`src/rtl/rti_pkg.sv`:
```
// ----------------------------------------------------------------------------
// rti_pkg
// types, widths and the micro-op program of the ray / triangle tester
// ----------------------------------------------------------------------------
package rti_pkg;

  localparam int COORD_W   = 32;
  localparam int FRAC_BITS = 16;
  localparam int KIND_W    = 3;
  localparam int DIST_W    = COORD_W - 1;

  // edge and offset vectors, one bit wider than a coordinate
  localparam int E_W     = COORD_W + 1;
  // shared multiplier operands and product
  localparam int MUL_W   = E_W + 1;
  localparam int PROD_W  = 2 * MUL_W;
  // cross product components, split at LO_W for the dot products
  localparam int PQ_W    = 2 * E_W + 1;
  localparam int LO_W    = E_W;
  // dot product accumulator with headroom
  localparam int ACC_W   = E_W + PQ_W + 4;
  localparam int SUM_W   = ACC_W + 1;
  localparam int DIV_W   = ACC_W + DIST_W;
  localparam int CNT_W   = $clog2(DIST_W);

  localparam int NUM_UOPS = 36;
  localparam int STEP_W   = $clog2(NUM_UOPS);

  localparam logic [KIND_W-1:0] KIND_ORIGIN = 3'd0;
  localparam logic [KIND_W-1:0] KIND_DIR    = 3'd1;
  localparam logic [KIND_W-1:0] KIND_A      = 3'd2;
  localparam logic [KIND_W-1:0] KIND_B      = 3'd3;
  localparam logic [KIND_W-1:0] KIND_C      = 3'd4;

  // operand sources
  localparam logic [2:0] SRC_D  = 3'd0;
  localparam logic [2:0] SRC_E1 = 3'd1;
  localparam logic [2:0] SRC_E2 = 3'd2;
  localparam logic [2:0] SRC_S  = 3'd3;
  localparam logic [2:0] SRC_P  = 3'd4;
  localparam logic [2:0] SRC_Q  = 3'd5;

  // which part of operand b
  localparam logic [1:0] PART_FULL = 2'd0;
  localparam logic [1:0] PART_LO   = 2'd1;
  localparam logic [1:0] PART_HI   = 2'd2;

  // accumulator destinations
  localparam logic [2:0] DST_NONE = 3'd0;
  localparam logic [2:0] DST_P    = 3'd1;
  localparam logic [2:0] DST_Q    = 3'd2;
  localparam logic [2:0] DST_DET  = 3'd3;
  localparam logic [2:0] DST_UU   = 3'd4;
  localparam logic [2:0] DST_VV   = 3'd5;
  localparam logic [2:0] DST_TT   = 3'd6;

  typedef struct packed {
    logic [KIND_W-1:0]         kind;
    logic signed [COORD_W-1:0] x;
    logic signed [COORD_W-1:0] y;
    logic signed [COORD_W-1:0] z;
  } in_t;

  typedef struct packed {
    logic              hit;
    logic [DIST_W-1:0] distance;
  } out_t;

  typedef struct packed {
    logic [2:0] src_a;
    logic [1:0] idx_a;
    logic [2:0] src_b;
    logic [1:0] idx_b;
    logic [1:0] part;
    logic       sub;
    logic       clr;
    logic [2:0] dst;
    logic [1:0] idx_d;
  } uop_t;

  typedef struct packed {
    logic load;
    logic setup;
    logic mul;
    logic acc;
    uop_t uop;
    logic norm;
    logic div_init;
    logic div_step;
    logic out_load;
  } cmd_t;

  typedef struct packed {
    logic miss;
    logic sat;
  } stat_t;

  function automatic uop_t mk(input logic [2:0] sa, input logic [1:0] ia,
                              input logic [2:0] sb, input logic [1:0] ib,
                              input logic [1:0] pt, input logic sb_n,
                              input logic cl, input logic [2:0] ds,
                              input logic [1:0] id);
    uop_t u;
    u.src_a = sa; u.idx_a = ia; u.src_b = sb; u.idx_b = ib;
    u.part = pt; u.sub = sb_n; u.clr = cl; u.dst = ds; u.idx_d = id;
    return u;
  endfunction

  // p = d x e2, det = e1.p, uu = s.p, q = s x e1, vv = d.q, tt = e2.q
  function automatic uop_t uop_rom(input logic [STEP_W-1:0] step);
    uop_t u;
    u = '0;
    unique case (step)
      6'd0:  u = mk(SRC_D,  2'd1, SRC_E2, 2'd2, PART_FULL, 1'b0, 1'b1, DST_NONE, 2'd0);
      6'd1:  u = mk(SRC_D,  2'd2, SRC_E2, 2'd1, PART_FULL, 1'b1, 1'b0, DST_P,    2'd0);
      6'd2:  u = mk(SRC_D,  2'd2, SRC_E2, 2'd0, PART_FULL, 1'b0, 1'b1, DST_NONE, 2'd0);
      6'd3:  u = mk(SRC_D,  2'd0, SRC_E2, 2'd2, PART_FULL, 1'b1, 1'b0, DST_P,    2'd1);
      6'd4:  u = mk(SRC_D,  2'd0, SRC_E2, 2'd1, PART_FULL, 1'b0, 1'b1, DST_NONE, 2'd0);
      6'd5:  u = mk(SRC_D,  2'd1, SRC_E2, 2'd0, PART_FULL, 1'b1, 1'b0, DST_P,    2'd2);
      6'd6:  u = mk(SRC_E1, 2'd0, SRC_P,  2'd0, PART_LO,   1'b0, 1'b1, DST_NONE, 2'd0);
      6'd7:  u = mk(SRC_E1, 2'd0, SRC_P,  2'd0, PART_HI,   1'b0, 1'b0, DST_NONE, 2'd0);
      6'd8:  u = mk(SRC_E1, 2'd1, SRC_P,  2'd1, PART_LO,   1'b0, 1'b0, DST_NONE, 2'd0);
      6'd9:  u = mk(SRC_E1, 2'd1, SRC_P,  2'd1, PART_HI,   1'b0, 1'b0, DST_NONE, 2'd0);
      6'd10: u = mk(SRC_E1, 2'd2, SRC_P,  2'd2, PART_LO,   1'b0, 1'b0, DST_NONE, 2'd0);
      6'd11: u = mk(SRC_E1, 2'd2, SRC_P,  2'd2, PART_HI,   1'b0, 1'b0, DST_DET,  2'd0);
      6'd12: u = mk(SRC_S,  2'd0, SRC_P,  2'd0, PART_LO,   1'b0, 1'b1, DST_NONE, 2'd0);
      6'd13: u = mk(SRC_S,  2'd0, SRC_P,  2'd0, PART_HI,   1'b0, 1'b0, DST_NONE, 2'd0);
      6'd14: u = mk(SRC_S,  2'd1, SRC_P,  2'd1, PART_LO,   1'b0, 1'b0, DST_NONE, 2'd0);
      6'd15: u = mk(SRC_S,  2'd1, SRC_P,  2'd1, PART_HI,   1'b0, 1'b0, DST_NONE, 2'd0);
      6'd16: u = mk(SRC_S,  2'd2, SRC_P,  2'd2, PART_LO,   1'b0, 1'b0, DST_NONE, 2'd0);
      6'd17: u = mk(SRC_S,  2'd2, SRC_P,  2'd2, PART_HI,   1'b0, 1'b0, DST_UU,   2'd0);
      6'd18: u = mk(SRC_S,  2'd1, SRC_E1, 2'd2, PART_FULL, 1'b0, 1'b1, DST_NONE, 2'd0);
      6'd19: u = mk(SRC_S,  2'd2, SRC_E1, 2'd1, PART_FULL, 1'b1, 1'b0, DST_Q,    2'd0);
      6'd20: u = mk(SRC_S,  2'd2, SRC_E1, 2'd0, PART_FULL, 1'b0, 1'b1, DST_NONE, 2'd0);
      6'd21: u = mk(SRC_S,  2'd0, SRC_E1, 2'd2, PART_FULL, 1'b1, 1'b0, DST_Q,    2'd1);
      6'd22: u = mk(SRC_S,  2'd0, SRC_E1, 2'd1, PART_FULL, 1'b0, 1'b1, DST_NONE, 2'd0);
      6'd23: u = mk(SRC_S,  2'd1, SRC_E1, 2'd0, PART_FULL, 1'b1, 1'b0, DST_Q,    2'd2);
      6'd24: u = mk(SRC_D,  2'd0, SRC_Q,  2'd0, PART_LO,   1'b0, 1'b1, DST_NONE, 2'd0);
      6'd25: u = mk(SRC_D,  2'd0, SRC_Q,  2'd0, PART_HI,   1'b0, 1'b0, DST_NONE, 2'd0);
      6'd26: u = mk(SRC_D,  2'd1, SRC_Q,  2'd1, PART_LO,   1'b0, 1'b0, DST_NONE, 2'd0);
      6'd27: u = mk(SRC_D,  2'd1, SRC_Q,  2'd1, PART_HI,   1'b0, 1'b0, DST_NONE, 2'd0);
      6'd28: u = mk(SRC_D,  2'd2, SRC_Q,  2'd2, PART_LO,   1'b0, 1'b0, DST_NONE, 2'd0);
      6'd29: u = mk(SRC_D,  2'd2, SRC_Q,  2'd2, PART_HI,   1'b0, 1'b0, DST_VV,   2'd0);
      6'd30: u = mk(SRC_E2, 2'd0, SRC_Q,  2'd0, PART_LO,   1'b0, 1'b1, DST_NONE, 2'd0);
      6'd31: u = mk(SRC_E2, 2'd0, SRC_Q,  2'd0, PART_HI,   1'b0, 1'b0, DST_NONE, 2'd0);
      6'd32: u = mk(SRC_E2, 2'd1, SRC_Q,  2'd1, PART_LO,   1'b0, 1'b0, DST_NONE, 2'd0);
      6'd33: u = mk(SRC_E2, 2'd1, SRC_Q,  2'd1, PART_HI,   1'b0, 1'b0, DST_NONE, 2'd0);
      6'd34: u = mk(SRC_E2, 2'd2, SRC_Q,  2'd2, PART_LO,   1'b0, 1'b0, DST_NONE, 2'd0);
      6'd35: u = mk(SRC_E2, 2'd2, SRC_Q,  2'd2, PART_HI,   1'b0, 1'b0, DST_TT,   2'd0);
      default: u = '0;
    endcase
    return u;
  endfunction

endpackage

```
`src/rtl/rti_ctrl.sv`:
```
// ----------------------------------------------------------------------------
// rti_ctrl
// sequencer: walks the micro-op program, the divider and the output handshake
// ----------------------------------------------------------------------------
module rti_ctrl
  import rti_pkg::*;
(
  input  logic              clk,
  input  logic              rst,
  input  logic              in_valid,
  input  logic [KIND_W-1:0] in_kind,
  output logic              in_ready,
  output logic              out_valid,
  input  logic              out_ready,
  input  stat_t             stat,
  output cmd_t              cmd
);

  localparam logic [2:0] S_IDLE  = 3'd0;
  localparam logic [2:0] S_SETUP = 3'd1;
  localparam logic [2:0] S_MUL   = 3'd2;
  localparam logic [2:0] S_ACC   = 3'd3;
  localparam logic [2:0] S_NORM  = 3'd4;
  localparam logic [2:0] S_TEST  = 3'd5;
  localparam logic [2:0] S_DIV   = 3'd6;
  localparam logic [2:0] S_DONE  = 3'd7;

  logic [2:0]        state, state_next;
  logic [STEP_W-1:0] step, step_next;
  logic [CNT_W-1:0]  cnt, cnt_next;
  logic              accept, out_free;

  assign in_ready = (state == S_IDLE);
  assign accept   = in_valid && in_ready;
  assign out_free = !out_valid || out_ready;

  always_comb begin
    state_next   = state;
    step_next    = step;
    cnt_next     = cnt;
    cmd          = '0;
    cmd.uop      = uop_rom(step);
    cmd.load     = accept;
    unique case (state)
      S_IDLE: begin
        if (accept && in_kind == KIND_C) begin
          state_next = S_SETUP;
        end
      end
      S_SETUP: begin
        cmd.setup  = 1'b1;
        step_next  = '0;
        state_next = S_MUL;
      end
      S_MUL: begin
        cmd.mul    = 1'b1;
        state_next = S_ACC;
      end
      S_ACC: begin
        cmd.acc = 1'b1;
        if (step == STEP_W'(NUM_UOPS - 1)) begin
          state_next = S_NORM;
        end else begin
          step_next  = step + 1'b1;
          state_next = S_MUL;
        end
      end
      S_NORM: begin
        cmd.norm   = 1'b1;
        state_next = S_TEST;
      end
      S_TEST: begin
        cmd.div_init = 1'b1;
        cnt_next     = CNT_W'(DIST_W - 1);
        if (stat.miss || stat.sat) begin
          state_next = S_DONE;
        end else begin
          state_next = S_DIV;
        end
      end
      S_DIV: begin
        cmd.div_step = 1'b1;
        cnt_next     = cnt - 1'b1;
        if (cnt == '0) begin
          state_next = S_DONE;
        end
      end
      S_DONE: begin
        if (out_free) begin
          cmd.out_load = 1'b1;
          state_next   = S_IDLE;
        end
      end
      default: state_next = S_IDLE;
    endcase
  end

  always_ff @(posedge clk) begin
    if (rst) begin
      state     <= S_IDLE;
      step      <= '0;
      cnt       <= '0;
      out_valid <= 1'b0;
    end else begin
      state <= state_next;
      step  <= step_next;
      cnt   <= cnt_next;
      if (cmd.out_load) begin
        out_valid <= 1'b1;
      end else if (out_ready) begin
        out_valid <= 1'b0;
      end
    end
  end

endmodule

```
`config.mk`:
```
export PLATFORM = sky130hd
export DESIGN_NAME = rti_ctrl
export DESIGN_NICKNAME = d
export VERILOG_FILES = /design/src/rtl/rti_pkg.sv /design/src/rtl/rti_ctrl.sv
export SDC_FILE = /design/constraint.sdc
export NUM_CORES = 1
export LEC_CHECK = 0
export ABC_AREA = 1
export ABC_CLOCK_PERIOD_IN_PS = 2200
export BUFFER_PORTS_ARGS = -buffer_cell sky130_fd_sc_hd__buf_2
export CAP_MARGIN = 20
export CORE_ASPECT_RATIO = 0.7
export CORE_MARGIN = 2
export CORE_UTILIZATION = 44
export CTS_CLUSTER_SIZE = 20
export DETAILED_ROUTE_END_ITERATION = 6
export PLACE_DENSITY = 0.76
export SYNTH_ARGS = -nofsm -noshare
export SYNTH_HDL_FRONTEND = slang
export SYNTH_SLANG_ARGS = --single-unit
export TNS_END_PERCENT = 30
```
`constraint.sdc`:
```
create_clock -name clk -period 2.2 [get_ports clk]
set_input_delay 0.22 -clock clk [delete_from_list [all_inputs] [get_ports clk]]
set_output_delay 0.22 -clock clk [all_outputs]
set_load 0.01 [all_outputs]
```
==> run metrics <==
initial drt markers 171; Max Buffers Root-to-Sink 2; Tcrit/Tclk final 94.77%; drc violations 0; final instance area 0.002500 mm^2; WP data arrival 2.27 ns; I/O Buffers 36; CP Capture Type flip-flop; DP HPWL 3766 um; busiest metal layer after global routing met2; final WL 5076 um; largest net degree at the start of global routing 12; Layout Nets 362; I/O pin count 38; top post-synthesis cells by area dfxtp_1 (32%), nand2_1 (12%), ha_1 (7.3%); fraction of met3 tracks used by global routing 4.692%; share of power burned in registers 46.0%; Min-Delay Path Class in -> reg; largest stage delay on the critical path 0.38 ns; routability cong. 0.8634; Netlist cell types 32; Synth Instances 291; Antenna Cells 0; crit path max fanout 5; commonest non-fill, non-tap cell in the layout nand2_1; final setup violation count 0; clock share of power 43.9%; critical path startpoint category flip-flop; Max Freq 479.6 MHz; Root Driver clkbuf_8; placed cell areas 0.002318 mm^2; first-pass GRT wire length 8293 um; Vias/cell 5.123; DRT antenna net count 0; die height 61.09 um; clock latency on the worst-skew pair 0.29 ns; routed via count 2,034; synthesized area per cell 7.039 um^2; async set-reset flop share out of synthesis 0%; cells along the critical path ha_4 > inv_1 > nor3_4 > nand2_2 > nand3_1 > nand3_2 > ha_1 > nand3_1 > nand2_1 > inv_1 > nand2_1 > nand3_1 > nand2_1 > nand2_1; htree depth 2; slowest cell on the critical path dfxtp_4; Post-Syn Nets 312; clock-pin slew on the worst setup and hold paths 0.07 ns; r2r startpoint step[1]; DIE WIDTH 85.55 um; synthesized flop and latch total 33; Int Power 1.034 mW; final std cells w/o fill 397; CP startpoint step[1]; DR WL/cell 12.79 um; number of synthesis warnings 0; area share of the leading cell type in the synthesized netlist 32.25%; Combinational Power Share 10.1%; number of max-cap violations 0; Inst Count DP 387; Max Slew Vio Count 0; Post-synth top flop dfxtp_1; initial antenna violation count 0; Syn-to-layout area delta 22.05%; Seq/Total Area, Yosys 32.25%; Core Region 0.004404 mm^2; min-delay src rst; met2 usage 31.36%; Initial Util 46.51%; clk sinks 33; WS Path Type reg -> reg; Final min period 2.085 ns; Leak Pwr 1.276 nW; most frequent cells in the layout nand2_1 (67), buf_2 (36), inv_1 (34), nor2_1 (34), dfxtp_1 (30); total CTS buffers 5; CTS tree done; die area 0.005226 mm^2; Final Hold Vio Count 0; switching power 0.3143 mW; total track usage 20.82%; Sw Ratio 23.32%; row cnt 20; First-pass DRT Iterations 5; P per Cell Area 539.2 mW/mm^2; leading area contributor after synthesis dfxtp_1; Overflow after GRT 0; fin util 56.76%; Worst Path Required 2.39 ns; Peak VDD IR 0.0002527 V; cell repeated most along the worst path nand2_1; RSZ-0062 raised after global routing true; fraction of layout cells with a size suffix above 1 30.99%; Post-synth EDFFs 0; clk_skew 0.005893 ns; status completed; vias in the first global route 1,890; GRT met1 Usage 28.17%; cell area after synthesis 0.002048 mm^2
-- repair_timing --
item | CTS | global route
setup buffers | 0 | 2
endpoints found under the setup margin | 4 | 13
pin swaps | 0 | 3
gates resized for setup | 3 | 12
hold buffers | 0 | 0
-- metrics by stage --
| step | hold WS [ns] | setup WS (ns) | setup TNS (ns) | power [mW] |
|---|---|---|---|---|
| 4_1_cts | 0.1712 | 0.00001177 | 0 | 1.354 |
| 6_report | 0.1782 | 0.1150 | 0 | 1.348 |
| 2_1_floorplan | 0.2891 | 0.1459 | 0 | 0.7198 |
| 3_3_place_gp | 0.4371 | 0.1307 | 0 | 0.7574 |
| 5_1_grt | 0.1869 | -0.04235 | -0.1521 | 1.399 |
| 3_5_place_dp | 0.4512 | -0.06175 | -0.1121 | 0.7607 |
-- state kept, by name, indices dropped and copies added (netlist names) --
| register | cells |
|---|---|
| cmd | 18 |
| cnt | 5 |
| out_valid | 1 |
| state | 3 |
| step | 6 |
-- metal layers --
metal | wire, um | share of wire [%]
met1 | 2429 | 48
met2 | 2101 | 41
met3 | 423 | 8.3
met4 | 123 | 2.4
met5 | 0 | 0
-- worst paths after layout --
check | endpoint | slack, ns | depth (start not counted)
worst min-delay path | out_valid | 0.18 | 2
worst min register to register | cnt[0] | 0.46 | 1
worst max-delay path | cmd[18] | 0.12 | 14
worst max register to register | cmd[18] | 0.12 | 14
-- power by group through the flow --
stage | combinational, mW | clock, mW | sequential, mW
detailed placement | 0.128 | 0 | 0.632
global route | 0.152 | 0.627 | 0.621
global placement | 0.125 | 0 | 0.632
CTS | 0.129 | 0.606 | 0.619
finish | 0.136 | 0.592 | 0.620
floorplan | 0.0820 | 0 | 0.638
-- cell type report --
class / instances / area (um^2)
sequential: 33 / 666.9
timing repair buffer: 51 / 296.5
tap: 55 / 68.82
clock buffer: 7 / 86.33
multi-input combinational: 207 / 1190
fill: 432 / 1904
clock inverter: 1 / 30.03
inverter: 43 / 161.4
-- Yosys cell counts (2+ instances only) --
cell type / instances
inv_1: 35
o21ai_1: 2
a31oi_1: 4
nand3_1: 21
nor3_2: 3
or2_1: 2
buf_6: 5
nand2_4: 3
nand3_2: 4
a211oi_1: 2
nor2_4: 6
nor2_2: 2
nand4_1: 3
o21ai_0: 11
dfxtp_1: 33
buf_4: 2
nand2_2: 10
a21oi_1: 12
inv_2: 8
nor2_1: 34
ha_1: 12
nand2_1: 67
-- cell families (layout without fill, tap and decap cells) --
family,Yosys count,count (layout),share of synthesized area (%)
AO/OA/AOI/OAI,34,34,9.163
buffers and inverters,51,102,11.61
other,1,1,0.1831
flip-flops,33,33,32.25
adder cells (fa/ha/maj),12,12,7.330
AND/OR/NAND/NOR,157,157,37.81
XOR/XNOR,3,3,1.650
-- worst max-delay path: cells and delay by family (launching register included) --
family	cells	cell delay (ns)
buf+inv	2	0.10
fa+ha+maj	2	0.47
flops	1	0.38
simple gates	10	1.01
No activity file was read; power rests on OpenSTA's default activity.
